[src/hw/rtl/alm_pkg.sv]
// Shared types and constants of the audio block level monitor.
// Used by every module of the block; depends on nothing else.
`default_nettype none

package alm_pkg;

   // Widths of the interval accumulators.
   localparam int SUM_BITS      = 48;
   localparam int COUNT_BITS    = 32;
   localparam int MEAN_BITS     = 16;
   localparam int DIV_STEP_BITS = $clog2(SUM_BITS + 1);

   // Queue between the front and the back (a power of two).
   localparam int QUEUE_DEPTH = 4;
   localparam int QPTR_BITS   = $clog2(QUEUE_DEPTH);
   localparam int QCNT_BITS   = $clog2(QUEUE_DEPTH + 1);

   // Register indexes of the configuration port.
   localparam logic [1:0] REG_BLOCK_SAMPLES   = 2'd0;
   localparam logic [1:0] REG_CHANNEL_SAMPLES = 2'd1;
   localparam logic [1:0] REG_SLOT_COUNT      = 2'd2;
   localparam logic [1:0] REG_REPORT_PERIOD   = 2'd3;

   // Reset values of the registers.
   localparam logic [15:0] RST_BLOCK_SAMPLES   = 16'd320;
   localparam logic [15:0] RST_CHANNEL_SAMPLES = 16'd160;
   localparam logic [8:0]  RST_SLOT_COUNT      = 9'd4;
   localparam logic [15:0] RST_REPORT_PERIOD   = 16'd1000;

   // Reset values of the running extremes.
   localparam logic signed [15:0] SAMPLE_MAX = 16'sh7FFF;
   localparam logic signed [15:0] SAMPLE_MIN = 16'sh8000;

   // Item commands, coded as they arrive on the input channel.
   typedef enum logic [1:0] {
      OP_HEADER = 2'd0,
      OP_SAMPLE = 2'd1,
      OP_END    = 2'd2,
      OP_TICK   = 2'd3
   } op_type;

   typedef struct packed {
      logic [15:0] block_samples;
      logic [15:0] channel_samples;
      logic [8:0]  slot_count;
      logic [15:0] report_period;
   } cfg_type;

   // Classified item as it travels through the queue. data holds the drop
   // count of a header or the raw sample in its low half.
   typedef struct packed {
      op_type      op;
      logic        ok;
      logic        gap;
      logic [31:0] data;
   } item_type;

endpackage

`default_nettype wire

[src/hw/rtl/alm_queue.sv]
// Short queue of classified items between the front and the back.
// Depends on alm_pkg.
`default_nettype none

module alm_queue (
   input  wire                 clock,
   input  wire                 reset,
   input  wire                 push,
   input  alm_pkg::item_type   push_item,
   output logic                full,
   input  wire                 pop,
   output logic                head_valid,
   output alm_pkg::item_type   head_item
);

   alm_pkg::item_type                entries_ff [alm_pkg::QUEUE_DEPTH];
   logic [alm_pkg::QPTR_BITS-1:0]    wr_ptr_ff, wr_ptr_in;
   logic [alm_pkg::QPTR_BITS-1:0]    rd_ptr_ff, rd_ptr_in;
   logic [alm_pkg::QCNT_BITS-1:0]    count_ff, count_in;

   assign full       = (count_ff == alm_pkg::QCNT_BITS'(alm_pkg::QUEUE_DEPTH));
   assign head_valid = (count_ff != '0);
   assign head_item  = entries_ff[rd_ptr_ff];

   always_comb begin
      wr_ptr_in = push ? wr_ptr_ff + 1'b1 : wr_ptr_ff;
      rd_ptr_in = pop ? rd_ptr_ff + 1'b1 : rd_ptr_ff;
      count_in  = count_ff;
      if (push && !pop) begin
         count_in = count_ff + 1'b1;
      end else if (pop && !push) begin
         count_in = count_ff - 1'b1;
      end
   end

   always_ff @(posedge clock) begin
      if (reset) begin
         wr_ptr_ff <= '0;
         rd_ptr_ff <= '0;
         count_ff  <= '0;
      end else begin
         wr_ptr_ff <= wr_ptr_in;
         rd_ptr_ff <= rd_ptr_in;
         count_ff  <= count_in;
      end
   end

   always_ff @(posedge clock) begin
      if (push) begin
         entries_ff[wr_ptr_ff] <= push_item;
      end
   end

   a_no_push_when_full: assert property (@(posedge clock) disable iff (reset)
      full |-> !push)
      else $error("queue written while full");

   a_count_tracks: assert property (@(posedge clock) disable iff (reset)
      (push && !pop) |=> count_ff == alm_pkg::QCNT_BITS'($past(count_ff) + 1'b1))
      else $error("queue fill count lost a transfer");

endmodule

`default_nettype wire

[src/hw/rtl/alm_front.sv]
// Front part: takes input transfers, checks headers and sequence numbers,
// and queues classified items. Depends on alm_pkg.
`default_nettype none

module alm_front (
   input  wire                 clock,
   input  wire                 reset,
   input  alm_pkg::cfg_type    cfg,
   input  wire                 req_valid,
   output logic                req_stall,
   input  wire  [1:0]          req_command,
   input  wire  [31:0]         req_sequence_req,
   input  wire  [15:0]         req_block_samples,
   input  wire  [15:0]         req_channel_samples,
   input  wire  [7:0]          req_slot_index,
   input  wire  [31:0]         req_message_drops,
   input  wire  signed [15:0]  req_sample_value,
   output logic                push,
   output alm_pkg::item_type   push_item,
   input  wire                 queue_full
);

   logic [31:0] next_seq_ff, next_seq_in;
   logic        have_seq_ff, have_seq_in;
   logic        is_header;

   assign req_stall = queue_full;
   assign push      = req_valid && !queue_full;
   assign is_header = (alm_pkg::op_type'(req_command) == alm_pkg::OP_HEADER);

   always_comb begin
      push_item.op  = alm_pkg::op_type'(req_command);
      push_item.ok  = (req_block_samples == cfg.block_samples) &&
                      (req_channel_samples == cfg.channel_samples) &&
                      ({1'b0, req_slot_index} < cfg.slot_count);
      push_item.gap = have_seq_ff && (req_sequence_req != next_seq_ff);
      case (alm_pkg::op_type'(req_command))
         alm_pkg::OP_HEADER: push_item.data = req_message_drops;
         alm_pkg::OP_SAMPLE: push_item.data = {16'd0, req_sample_value};
         default:            push_item.data = '0;
      endcase

      next_seq_in = next_seq_ff;
      have_seq_in = have_seq_ff;
      if (push && is_header) begin
         next_seq_in = req_sequence_req + 32'd1;
         have_seq_in = 1'b1;
      end
   end

   always_ff @(posedge clock) begin
      if (reset) begin
         next_seq_ff <= '0;
         have_seq_ff <= 1'b0;
      end else begin
         next_seq_ff <= next_seq_in;
         have_seq_ff <= have_seq_in;
      end
   end

endmodule

`default_nettype wire

[src/hw/rtl/alm_div.sv]
// Restoring divider for the mean absolute value, one quotient bit a cycle.
// Depends on alm_pkg.
`default_nettype none

module alm_div (
   input  wire                                clock,
   input  wire                                reset,
   input  wire                                start,
   input  wire  [alm_pkg::SUM_BITS-1:0]       dividend,
   input  wire  [alm_pkg::COUNT_BITS-1:0]     divisor,
   output logic                               busy,
   output logic                               done,
   output logic [alm_pkg::MEAN_BITS-1:0]      quotient
);

   logic                                busy_ff, busy_in;
   logic                                done_ff, done_in;
   logic [alm_pkg::DIV_STEP_BITS-1:0]   step_ff, step_in;
   logic [alm_pkg::SUM_BITS-1:0]        quo_ff, quo_in;
   logic [alm_pkg::COUNT_BITS-1:0]      rem_ff, rem_in;
   logic [alm_pkg::COUNT_BITS-1:0]      dsr_ff, dsr_in;
   logic [alm_pkg::COUNT_BITS:0]        trial;
   logic                                fits;

   assign busy = busy_ff || done_ff;
   assign done = done_ff;
   // A quotient that does not fit the mean field saturates.
   assign quotient = (|quo_ff[alm_pkg::SUM_BITS-1:alm_pkg::MEAN_BITS]) ?
                     '1 : quo_ff[alm_pkg::MEAN_BITS-1:0];

   always_comb begin
      trial   = {rem_ff, quo_ff[alm_pkg::SUM_BITS-1]};
      fits    = (trial >= {1'b0, dsr_ff});
      busy_in = busy_ff;
      done_in = 1'b0;
      step_in = step_ff;
      quo_in  = quo_ff;
      rem_in  = rem_ff;
      dsr_in  = dsr_ff;
      if (start) begin
         busy_in = 1'b1;
         step_in = '0;
         quo_in  = dividend;
         rem_in  = '0;
         dsr_in  = divisor;
      end else if (busy_ff) begin
         quo_in  = {quo_ff[alm_pkg::SUM_BITS-2:0], fits};
         rem_in  = fits ? alm_pkg::COUNT_BITS'(trial - {1'b0, dsr_ff})
                        : trial[alm_pkg::COUNT_BITS-1:0];
         step_in = step_ff + 1'b1;
         if (step_ff == alm_pkg::DIV_STEP_BITS'(alm_pkg::SUM_BITS - 1)) begin
            busy_in = 1'b0;
            done_in = 1'b1;
         end
      end
   end

   always_ff @(posedge clock) begin
      if (reset) begin
         busy_ff <= 1'b0;
         done_ff <= 1'b0;
         step_ff <= '0;
      end else begin
         busy_ff <= busy_in;
         done_ff <= done_in;
         step_ff <= step_in;
      end
   end

   always_ff @(posedge clock) begin
      quo_ff <= quo_in;
      rem_ff <= rem_in;
      dsr_ff <= dsr_in;
   end

   a_start_when_idle: assert property (@(posedge clock) disable iff (reset)
      start |-> !busy_ff && !done_ff)
      else $error("divider restarted while working");

endmodule

`default_nettype wire

[src/hw/rtl/alm_back.sv]
// Back part: keeps the interval statistics, issues reports and holds the
// output register. Depends on alm_pkg and alm_div.
`default_nettype none

module alm_back (
   input  wire                 clock,
   input  wire                 reset,
   input  alm_pkg::cfg_type    cfg,
   input  wire                 head_valid,
   input  alm_pkg::item_type   head_item,
   output logic                pop,
   output logic                rsp_valid,
   input  wire                 rsp_stall,
   output logic [31:0]         rsp_block_total,
   output logic [31:0]         rsp_elapsed_ticks,
   output logic [31:0]         rsp_invalid_total,
   output logic [31:0]         rsp_gap_total,
   output logic [31:0]         rsp_last_message_drops,
   output logic signed [15:0]  rsp_min_sample,
   output logic signed [15:0]  rsp_max_sample,
   output logic [15:0]         rsp_peak_level,
   output logic [15:0]         rsp_mean_level,
   output logic [31:0]         rsp_checksum
);

   logic                             block_ok_ff, block_ok_in;
   logic [31:0]                      blocks_ff, blocks_in;
   logic [31:0]                      invalid_ff, invalid_in;
   logic [31:0]                      gaps_ff, gaps_in;
   logic [31:0]                      ticks_ff, ticks_in;
   logic signed [15:0]               min_ff, min_in;
   logic signed [15:0]               max_ff, max_in;
   logic [15:0]                      peak_ff, peak_in;
   logic [alm_pkg::SUM_BITS-1:0]     abs_sum_ff, abs_sum_in;
   logic [alm_pkg::COUNT_BITS-1:0]   samples_ff, samples_in;
   logic [31:0]                      csum_ff, csum_in;
   logic [31:0]                      drops_ff, drops_in;

   logic                             rsp_valid_ff, rsp_valid_in;
   logic [31:0]                      rsp_blocks_ff, rsp_ticks_ff, rsp_invalid_ff;
   logic [31:0]                      rsp_gaps_ff, rsp_drops_ff, rsp_csum_ff;
   logic signed [15:0]               rsp_min_ff, rsp_max_ff;
   logic [15:0]                      rsp_peak_ff, rsp_mean_ff;

   logic                             is_report;
   logic                             report_go;
   logic                             any_samples;
   logic                             div_busy;
   logic                             div_done;
   logic [alm_pkg::MEAN_BITS-1:0]    div_quotient;
   logic signed [15:0]               smp;
   logic [15:0]                      smp_abs;

   assign smp         = $signed(head_item.data[15:0]);
   assign smp_abs     = smp[15] ? (~head_item.data[15:0] + 16'd1) : head_item.data[15:0];
   assign any_samples = (samples_ff != '0);
   assign is_report   = (head_item.op == alm_pkg::OP_END) &&
                        (ticks_ff >= {16'd0, cfg.report_period});
   assign pop         = head_valid && (!is_report || (!div_busy && !rsp_valid_ff));
   assign report_go   = pop && is_report;

   always_comb begin
      block_ok_in = block_ok_ff;
      blocks_in   = blocks_ff;
      invalid_in  = invalid_ff;
      gaps_in     = gaps_ff;
      ticks_in    = ticks_ff;
      min_in      = min_ff;
      max_in      = max_ff;
      peak_in     = peak_ff;
      abs_sum_in  = abs_sum_ff;
      samples_in  = samples_ff;
      csum_in     = csum_ff;
      drops_in    = drops_ff;
      if (pop) begin
         case (head_item.op)
            alm_pkg::OP_HEADER: begin
               gaps_in     = gaps_ff + {31'd0, head_item.gap};
               invalid_in  = invalid_ff + {31'd0, !head_item.ok};
               block_ok_in = head_item.ok;
               drops_in    = head_item.data;
            end
            alm_pkg::OP_SAMPLE: begin
               if (block_ok_ff) begin
                  if (smp < min_ff) min_in = smp;
                  if (smp > max_ff) max_in = smp;
                  if (smp_abs > peak_ff) peak_in = smp_abs;
                  abs_sum_in = abs_sum_ff + alm_pkg::SUM_BITS'(smp_abs);
                  samples_in = samples_ff + alm_pkg::COUNT_BITS'(1);
                  csum_in    = csum_ff + {16'd0, head_item.data[15:0]};
               end
            end
            alm_pkg::OP_TICK: begin
               ticks_in = ticks_ff + 32'd1;
            end
            alm_pkg::OP_END: begin
               blocks_in   = blocks_ff + 32'd1;
               block_ok_in = 1'b0;
               if (is_report) begin
                  blocks_in  = '0;
                  invalid_in = '0;
                  gaps_in    = '0;
                  ticks_in   = '0;
                  min_in     = alm_pkg::SAMPLE_MAX;
                  max_in     = alm_pkg::SAMPLE_MIN;
                  peak_in    = '0;
                  abs_sum_in = '0;
                  samples_in = '0;
                  csum_in    = '0;
               end
            end
            default: begin
            end
         endcase
      end

      rsp_valid_in = rsp_valid_ff;
      if (rsp_valid_ff && !rsp_stall) begin
         rsp_valid_in = 1'b0;
      end
      if ((report_go && !any_samples) || div_done) begin
         rsp_valid_in = 1'b1;
      end
   end

   always_ff @(posedge clock) begin
      if (reset) begin
         block_ok_ff  <= 1'b0;
         blocks_ff    <= '0;
         invalid_ff   <= '0;
         gaps_ff      <= '0;
         ticks_ff     <= '0;
         min_ff       <= alm_pkg::SAMPLE_MAX;
         max_ff       <= alm_pkg::SAMPLE_MIN;
         peak_ff      <= '0;
         abs_sum_ff   <= '0;
         samples_ff   <= '0;
         csum_ff      <= '0;
         drops_ff     <= '0;
         rsp_valid_ff <= 1'b0;
      end else begin
         block_ok_ff  <= block_ok_in;
         blocks_ff    <= blocks_in;
         invalid_ff   <= invalid_in;
         gaps_ff      <= gaps_in;
         ticks_ff     <= ticks_in;
         min_ff       <= min_in;
         max_ff       <= max_in;
         peak_ff      <= peak_in;
         abs_sum_ff   <= abs_sum_in;
         samples_ff   <= samples_in;
         csum_ff      <= csum_in;
         drops_ff     <= drops_in;
         rsp_valid_ff <= rsp_valid_in;
      end
   end

   // Report snapshot; the mean follows when the divider finishes.
   always_ff @(posedge clock) begin
      if (report_go) begin
         rsp_blocks_ff  <= blocks_ff + 32'd1;
         rsp_ticks_ff   <= ticks_ff;
         rsp_invalid_ff <= invalid_ff;
         rsp_gaps_ff    <= gaps_ff;
         rsp_drops_ff   <= drops_ff;
         rsp_min_ff     <= any_samples ? min_ff : 16'sd0;
         rsp_max_ff     <= any_samples ? max_ff : 16'sd0;
         rsp_peak_ff    <= peak_ff;
         rsp_csum_ff    <= csum_ff;
         rsp_mean_ff    <= '0;
      end else if (div_done) begin
         rsp_mean_ff    <= div_quotient;
      end
   end

   alm_div u_div (
      .clock    (clock),
      .reset    (reset),
      .start    (report_go && any_samples),
      .dividend (abs_sum_ff),
      .divisor  (samples_ff),
      .busy     (div_busy),
      .done     (div_done),
      .quotient (div_quotient)
   );

   assign rsp_valid              = rsp_valid_ff;
   assign rsp_block_total        = rsp_blocks_ff;
   assign rsp_elapsed_ticks      = rsp_ticks_ff;
   assign rsp_invalid_total      = rsp_invalid_ff;
   assign rsp_gap_total          = rsp_gaps_ff;
   assign rsp_last_message_drops = rsp_drops_ff;
   assign rsp_min_sample         = rsp_min_ff;
   assign rsp_max_sample         = rsp_max_ff;
   assign rsp_peak_level         = rsp_peak_ff;
   assign rsp_mean_level         = rsp_mean_ff;
   assign rsp_checksum           = rsp_csum_ff;

   a_report_into_free_slot: assert property (@(posedge clock) disable iff (reset)
      report_go |-> !rsp_valid_ff && !div_busy)
      else $error("report started over a pending result");

   a_done_presents: assert property (@(posedge clock) disable iff (reset)
      div_done |=> rsp_valid_ff)
      else $error("finished mean not presented");

endmodule

`default_nettype wire

[src/hw/rtl/audio_block_level_monitor.sv]
// Top level of the audio block level monitor: configuration registers and
// the front, queue and back parts. Depends on alm_pkg and all alm_ modules.
`default_nettype none

// The monitor takes one item per transfer on the req_ channel: a block
// header, a PCM sample, a block end or a time tick. Headers, samples, ticks
// and block ends that give no report never hold up the back part, so a
// steady stream of one item per cycle is sustained while the queue has room.
// When a block end closes a reporting interval that held samples, the
// bit-serial divider forms the mean absolute value in 48 steps, and the mean
// is then loaded into the result register; the result transfer follows on
// the rsp_ channel. While the divider works or a result waits to be taken,
// a four-entry queue behind the input keeps accepting items while it has
// room, and other items still update the statistics; only a second reporting
// block end waits until the divider is idle and the output register is free.
// The four configuration registers sit at byte addresses 0, 4, 8 and 12 and
// should only be written while the monitor is idle.
module audio_block_level_monitor (
   input  wire                clock,
   input  wire                reset,
   // Input channel
   input  wire                req_valid,
   output logic               req_stall,
   input  wire  [1:0]         req_command,
   input  wire  [31:0]        req_sequence_req,
   input  wire  [15:0]        req_block_samples,
   input  wire  [15:0]        req_channel_samples,
   input  wire  [7:0]         req_slot_index,
   input  wire  [31:0]        req_message_drops,
   input  wire  signed [15:0] req_sample_value,
   // Result channel
   output logic               rsp_valid,
   input  wire                rsp_stall,
   output logic [31:0]        rsp_block_total,
   output logic [31:0]        rsp_elapsed_ticks,
   output logic [31:0]        rsp_invalid_total,
   output logic [31:0]        rsp_gap_total,
   output logic [31:0]        rsp_last_message_drops,
   output logic signed [15:0] rsp_min_sample,
   output logic signed [15:0] rsp_max_sample,
   output logic [15:0]        rsp_peak_level,
   output logic [15:0]        rsp_mean_level,
   output logic [31:0]        rsp_checksum,
   // Configuration port
   input  wire                psel,
   input  wire                penable,
   input  wire                pwrite,
   input  wire  [3:0]         paddr,
   input  wire  [31:0]        pwdata,
   output logic [31:0]        prdata,
   output logic               pready
);

   alm_pkg::cfg_type  cfg_ff, cfg_in;
   logic              cfg_write;
   logic              push;
   logic              pop;
   logic              queue_full;
   logic              head_valid;
   alm_pkg::item_type push_item;
   alm_pkg::item_type head_item;

   // The register port never inserts wait states.
   assign pready    = 1'b1;
   assign cfg_write = psel && penable && pwrite;

   always_comb begin
      cfg_in = cfg_ff;
      if (cfg_write) begin
         case (paddr[3:2])
            alm_pkg::REG_BLOCK_SAMPLES:   cfg_in.block_samples   = pwdata[15:0];
            alm_pkg::REG_CHANNEL_SAMPLES: cfg_in.channel_samples = pwdata[15:0];
            alm_pkg::REG_SLOT_COUNT:      cfg_in.slot_count      = pwdata[8:0];
            alm_pkg::REG_REPORT_PERIOD:   cfg_in.report_period   = pwdata[15:0];
            default: begin
            end
         endcase
      end

      case (paddr[3:2])
         alm_pkg::REG_BLOCK_SAMPLES:   prdata = {16'd0, cfg_ff.block_samples};
         alm_pkg::REG_CHANNEL_SAMPLES: prdata = {16'd0, cfg_ff.channel_samples};
         alm_pkg::REG_SLOT_COUNT:      prdata = {23'd0, cfg_ff.slot_count};
         alm_pkg::REG_REPORT_PERIOD:   prdata = {16'd0, cfg_ff.report_period};
         default:                      prdata = '0;
      endcase
   end

   always_ff @(posedge clock) begin
      if (reset) begin
         cfg_ff.block_samples   <= alm_pkg::RST_BLOCK_SAMPLES;
         cfg_ff.channel_samples <= alm_pkg::RST_CHANNEL_SAMPLES;
         cfg_ff.slot_count      <= alm_pkg::RST_SLOT_COUNT;
         cfg_ff.report_period   <= alm_pkg::RST_REPORT_PERIOD;
      end else begin
         cfg_ff <= cfg_in;
      end
   end

   // The front checks headers and sequence numbers as items arrive.
   alm_front u_front (
      .clock               (clock),
      .reset               (reset),
      .cfg                 (cfg_ff),
      .req_valid           (req_valid),
      .req_stall           (req_stall),
      .req_command         (req_command),
      .req_sequence_req    (req_sequence_req),
      .req_block_samples   (req_block_samples),
      .req_channel_samples (req_channel_samples),
      .req_slot_index      (req_slot_index),
      .req_message_drops   (req_message_drops),
      .req_sample_value    (req_sample_value),
      .push                (push),
      .push_item           (push_item),
      .queue_full          (queue_full)
   );

   // The queue lets the front keep taking transfers while a report is formed.
   alm_queue u_queue (
      .clock      (clock),
      .reset      (reset),
      .push       (push),
      .push_item  (push_item),
      .full       (queue_full),
      .pop        (pop),
      .head_valid (head_valid),
      .head_item  (head_item)
   );

   // The back accumulates the interval statistics and drives the results.
   alm_back u_back (
      .clock                  (clock),
      .reset                  (reset),
      .cfg                    (cfg_ff),
      .head_valid             (head_valid),
      .head_item              (head_item),
      .pop                    (pop),
      .rsp_valid              (rsp_valid),
      .rsp_stall              (rsp_stall),
      .rsp_block_total        (rsp_block_total),
      .rsp_elapsed_ticks      (rsp_elapsed_ticks),
      .rsp_invalid_total      (rsp_invalid_total),
      .rsp_gap_total          (rsp_gap_total),
      .rsp_last_message_drops (rsp_last_message_drops),
      .rsp_min_sample         (rsp_min_sample),
      .rsp_max_sample         (rsp_max_sample),
      .rsp_peak_level         (rsp_peak_level),
      .rsp_mean_level         (rsp_mean_level),
      .rsp_checksum           (rsp_checksum)
   );

endmodule

`default_nettype wire
[config.mk]
export PLATFORM = sky130hd
export DESIGN_NAME = audio_block_level_monitor
export DESIGN_NICKNAME = d
export VERILOG_FILES = /design/src/hw/rtl/alm_pkg.sv /design/src/hw/rtl/alm_queue.sv /design/src/hw/rtl/alm_front.sv /design/src/hw/rtl/alm_div.sv /design/src/hw/rtl/alm_back.sv /design/src/hw/rtl/audio_block_level_monitor.sv
export SDC_FILE = /design/constraint.sdc
export NUM_CORES = 2
export LEC_CHECK = 0
export BUFFER_PORTS_ARGS = -buffer_cell sky130_fd_sc_hd__buf_2
export CAP_MARGIN = 30
export CORE_MARGIN = 2
export CORE_UTILIZATION = 50
export DETAILED_ROUTE_END_ITERATION = 12
export GPL_ROUTABILITY_DRIVEN = 0
export HOLD_SLACK_MARGIN = 0.05
export PLACE_DENSITY = 0.69
export SETUP_SLACK_MARGIN = 0.02
export SLEW_MARGIN = 10
export SYNTH_ARGS = -nofsm -noshare
export SYNTH_HDL_FRONTEND = slang
export SYNTH_HIERARCHICAL = 1
export SYNTH_SLANG_ARGS = --single-unit
[constraint.sdc]
create_clock -name clock -period 12.4 [get_ports clock]
set_input_delay 2.48 -clock clock [delete_from_list [all_inputs] [get_ports clock]]
set_output_delay 2.48 -clock clock [all_outputs]
set_load 0.05 [all_outputs]
* Yosys cells after proc, flatten, opt, wreduce, memory -nomap -nowiden
Memories as Yosys holds them, arrays and structs flattened. A register that Yosys moved wholly into a read port is not among the register bits. Cells that the tools add are included.
Storage, ports and cells: register bits after elaboration 795, bits in writable memories 144, input port bits 165, output and inout bits 291, logic and storage cells 178, memories 1
Memory list:
- u_queue.entries_ff | words 4, width 36, rd ports 1, clocked after memory_dff 1, wr ports 1, line alm_queue.sv:16 | alm_pkg::item_type entries_ff [alm_pkg::QUEUE_DEPTH];
Operators by class: add/subtract/negate cells 15, $lt $le $gt $ge 6, eq/ne operators 17, muxes and demuxes 44, bitwise operators 2, reductions and logical operators 55
Operators with widths (number):
- $pmux W32 S2 | 6
- $mux W48 | 4
- $mux W16 | 11
- $mux W32 | 5
- $add A32 B1 Y32 const B | 4
- $pmux W32 S4 | 1
- $pmux W16 S2 | 3
- $pmux W48 S2 | 1
- $add A32 B1 Y32 | 2
- $add A48 B16 Y48 | 1
- $ge A33 B32 Y1 | 1
- $add A32 B16 Y32 | 1
- $eq A16 B16 Y1 | 2
- $ge A32 B16 Y1 | 1
- $gt A16 B16 Y1 | 2
- $ne A32 B32 Y1 | 1
- $reduce_bool A32 Y1 | 1
- $reduce_or A32 Y1 | 1
- $sub A32 B32 Y32 | 1
- $add A16 B1 Y16 const B | 1
- $logic_and A1 B1 Y1 | 16
- $lt A16 B16 Y1 | 1
- $not A16 Y16 | 1
- $reduce_and A5 Y1 | 3
- other kinds (25) | 68

* Longest topological paths before layout
depth after elaboration 9, mapped depth 20, depth with buffers taken out 16

* Modules after synthesis
The synthesis kept the hierarchy.
By module, submodules not included:
- alm_back | instances 1, cells an instance 2531, area each 25923.6 um^2, sequential area each 13973.4 um^2
- alm_div | instances 1, cells an instance 675, area each 6955.4 um^2, sequential area each 3203.1 um^2
- alm_queue | instances 1, cells an instance 232, area each 5679.2 um^2, sequential area each 4504.3 um^2
- alm_front | instances 1, cells an instance 365, area each 3050.4 um^2, sequential area each 660.6 um^2
- audio_block_level_monitor | instances 1, cells an instance 283, area each 2830.2 um^2, sequential area each 1141.1 um^2

* Least setup slack after synthesis
OpenSTA, ideal clock, no wires.
path kind register to register, from register with a tool-made name, to register u_back.rsp_blocks_ff[0] (netlist: u_back/rsp_block_total[0]), enable pin, setup time 697 ps, data arrival time 9150 ps, data required time 11703 ps, setup slack 2553 ps, cell stages (with the launch flop) 10, path buffers 5, clock period less this slack 9847 ps, cell sequence dfxtp_1 -> buf_6 -> mux4_1 -> buf_2 -> nand3b_4 -> or3_1 -> o211ai_2 -> clkbuf_1 -> clkbuf_1 -> buf_1
RTL lines:
- end signal, assigned | line alm_back.sv:161 | rsp_blocks_ff <= blocks_ff + 32'd1;
- end, declared | line alm_back.sv:40 | logic [31:0] rsp_blocks_ff, rsp_ticks_ff, rsp_invalid_ff;

* Final worst setup path
from input paddr[2], to output prdata[14]
On the way: cells in the longest elaborated chain, start to end 2, elaborated cells between the ends (all ways) 5, those cells by class eq/ne: 3; mux: 1; reduce/logical: 1
RTL lines:
- start, declared | line audio_block_level_monitor.sv:48 | input wire [3:0] paddr,
- $eq A2 B2 Y1 (tied with other cells) | line audio_block_level_monitor.sv:80 | case (paddr[3:2])
- $pmux W32 S4 (*) | line audio_block_level_monitor.sv:80
- end, declared | line audio_block_level_monitor.sv:50 | output logic [31:0] prdata,
Mark *: on every way between the ends. The rest lies on a longest branch, timed or not. The select of a mux whose other input is x is not followed.

==> run metrics <==
Crit path largest cell delay=around 0.47 ns; Synthesis Warnings=6; highest signal layer in the routed design=met5; top-count cell post-synth=dfxtp_1; I/O pin cnt=between 400 and 500; root buf cell=clkbuf_16; crit end category=output port; Mapped Area=0.0444 mm²; Yosys reg bits=941; status=complete, no violations; Area Overhead vs Synth=15.1%; max cap viols=0; worst slew pin tran=1.01 ns; Primary FF master, synth=dfxtp_1; PwrDens=175 mW/mm²; final hold violations=0; slowest stage cell, crit path=buf_2; Yosys cell types=108; crit path DAT=approximately 3.8 ns; hold_buf cts=0; Wirelength per Cell=between 15 and 20 µm; Post-DRT Antenna Nets=0; post-CTS setup buffers=0; IO Port Bufs=420; DR DRC count=0; global-route wire length before repair=roughly 170 mm; Num CTS Buffers=98; Clock transition at path regs=~0.06 ns; WL met3=around 7.7 mm; Initial Util=50.4%; DR pass1 iterations=6; Final Cycle Share=50.9%; register area share after synthesis=52.8%; Worst-Skew Late Latency=between 0.6 and 0.7 ns; CTS resizes=0; most frequent CP cell=buf_2; fraction of layout cells with a size suffix above 1=around a fifth; grt ovf=0; Synth area leader=edfxtp_1; fin nets=4767; Final setup viols=0; core area=0.0882 mm²; wl on met1=slightly below 50 mm; vias per cell=approximately 5.7; total track usage=24.3%; total number of vias=between 30000 and 40000; CP Class=input pin to output port; design area=~0.051 mm²; Area contributors post-synth=edfxtp_1 31%, dfxtp_1 21%, ha_1 4.3%; worst-path maximum fanout=24; CP cell instances=buf_2, and2_1, nand2_1, o21ai_0, buf_2; Die ar.=a little over 0.09 mm²; initial antenna violation count=3; final max-slew violation count=0; fmax=158 MHz; # H-tree levels=3; pin count of the biggest net entering global routing=~160; DRT Wirelength=113 mm; Die Y-Extent=just over 300 µm; Hold Path Class=flip-flop to flip-flop; WP data required=about 9.9 ns; RSZ-0062 raised after global routing=no; Async SR Flop Fraction=0%; Period minus WS final=approximately 6.3 ns; Sink Count=941; met2 WL post-DR=52.7 mm; post-synthesis cell count=slightly above 4000; CTS tree=yes; CP startpoint kind=input pin; Iteration-0 DRC Markers=about 2600; setup_tns=0 ns; chip width=roughly 300 µm; post-synth top area share=between 30% and 40%; Max clock buf depth=3; Layout Skew=between 0.03 and 0.04 ns; final core utilization=58.0%; mean post-synth cell area=about 11 µm²; placed inst area=0.0475 mm²; Post-synth EDFFs=between 400 and 500; Max-slew headroom=between 30% and 40%; post-DP HPWL=77.3 mm; commonest cells in the synthesized netlist=477 x dfxtp_1, 464 x edfxtp_1, 397 x nor2_1; Static Leak=approximately 19 nW; vias in the first global route=roughly 31000; row count=about 110; VDD IR max=between 0.15 and 0.2 mV
-- per-layer routing --
layer	vias up	track usage [%]
li1	15500	-
met1	15600	32.7
met2	964	38.7
met3	187	5.17
met4	2	8.97
met5	-	0
-- stage by stage --
| stage | total power [mW] | hold slack [ns] | instances | setup slack (ns) |
|---|---|---|---|---|
| CTS | 9.00 | 0.429 | 5694 | 6.09 |
| finish | 8.96 | 0.429 | 5698 | 6.09 |
| detailed placement | 5.77 | 0.413 | 5509 | 6.09 |
| floorplan | 5.22 | 0.408 | 4101 | 2.55 |
| global placement | 5.71 | 0.412 | 5498 | 6.06 |
| global route | 9.39 | 0.440 | 5698 | 5.94 |
-- kinds of logic (layout without fill, tap and decap cells) --
| logic type | after synthesis | after routing | share of synthesized area [%] |
|---|---|---|---|
| other cells | 2 | 18 | 0.0169 |
| fa+ha+maj | 155 | 155 | 4.43 |
| compound gates | 710 | 710 | 11.5 |
| xor+xnor | 274 | 274 | 5.40 |
| flops | 941 | 941 | 52.8 |
| mux | 214 | 214 | 6.30 |
| simple gates | 1390 | 1390 | 15.5 |
| buf+inv | 400 | 831 | 4.05 |
-- cells in the final DEF, fill, tap and decap left out, types with 121 or more instances in the layout --
cell,synthesis,final
ha_1,151,151
inv_1,181,180
o21ai_0,121,121
nand2_1,334,334
a21oi_1,217,217
buf_2,38,419
dfxtp_1,477,474
xnor2_1,203,203
edfxtp_1,464,464
nor2_1,397,394
-- area by class of cell --
cell class | instances | area, µm²
fill | 7323 | 37100
sequential | 941 | 23500
multi-input combinational | 2760 | 19300
clock buffer | 139 | 2970
timing repair buffer | 465 | 2640
tap | 1165 | 1460
inverter | 181 | 679
clock inverter | 46 | 636
antenna | 1 | 2.50
-- sequential cells by signal, summed over array words and instances (netlist names), 48 cells and up, named ones only --
name                 flops
u_queue/entries_ff     144
cfg_ff                  57
u_back/abs_sum_ff       48
u_back/u_div/quo_ff     48
-- worst paths after layout --
check	startpoint	to	slack, ns	cells past startpoint
max	paddr[2]	prdata[14]	6.09	5
min reg2reg	u_back/invalid_ff[31]	u_back/rsp_invalid_total[31]	0.43	0
min	u_back/invalid_ff[31]	u_back/rsp_invalid_total[31]	0.43	0
max reg2reg	flip-flop	u_back/peak_ff[12]	6.65	14
-- critical path: cells and delay by family --
kind | cells | cell delay [ns]
AND/OR/NAND/NOR | 2 | 0.41
AO/OA/AOI/OAI | 1 | 0.13
buffers and inverters | 2 | 0.80
-- power by group --
group	internal [mW]	total, mW	switching (mW)
sequential	3.42	3.53	0.111
combinational	0.824	2.21	1.39
clock	1.95	3.21	1.26
total	6.19	8.96	2.76
Note: power is estimated with default switching activity, not from simulation.
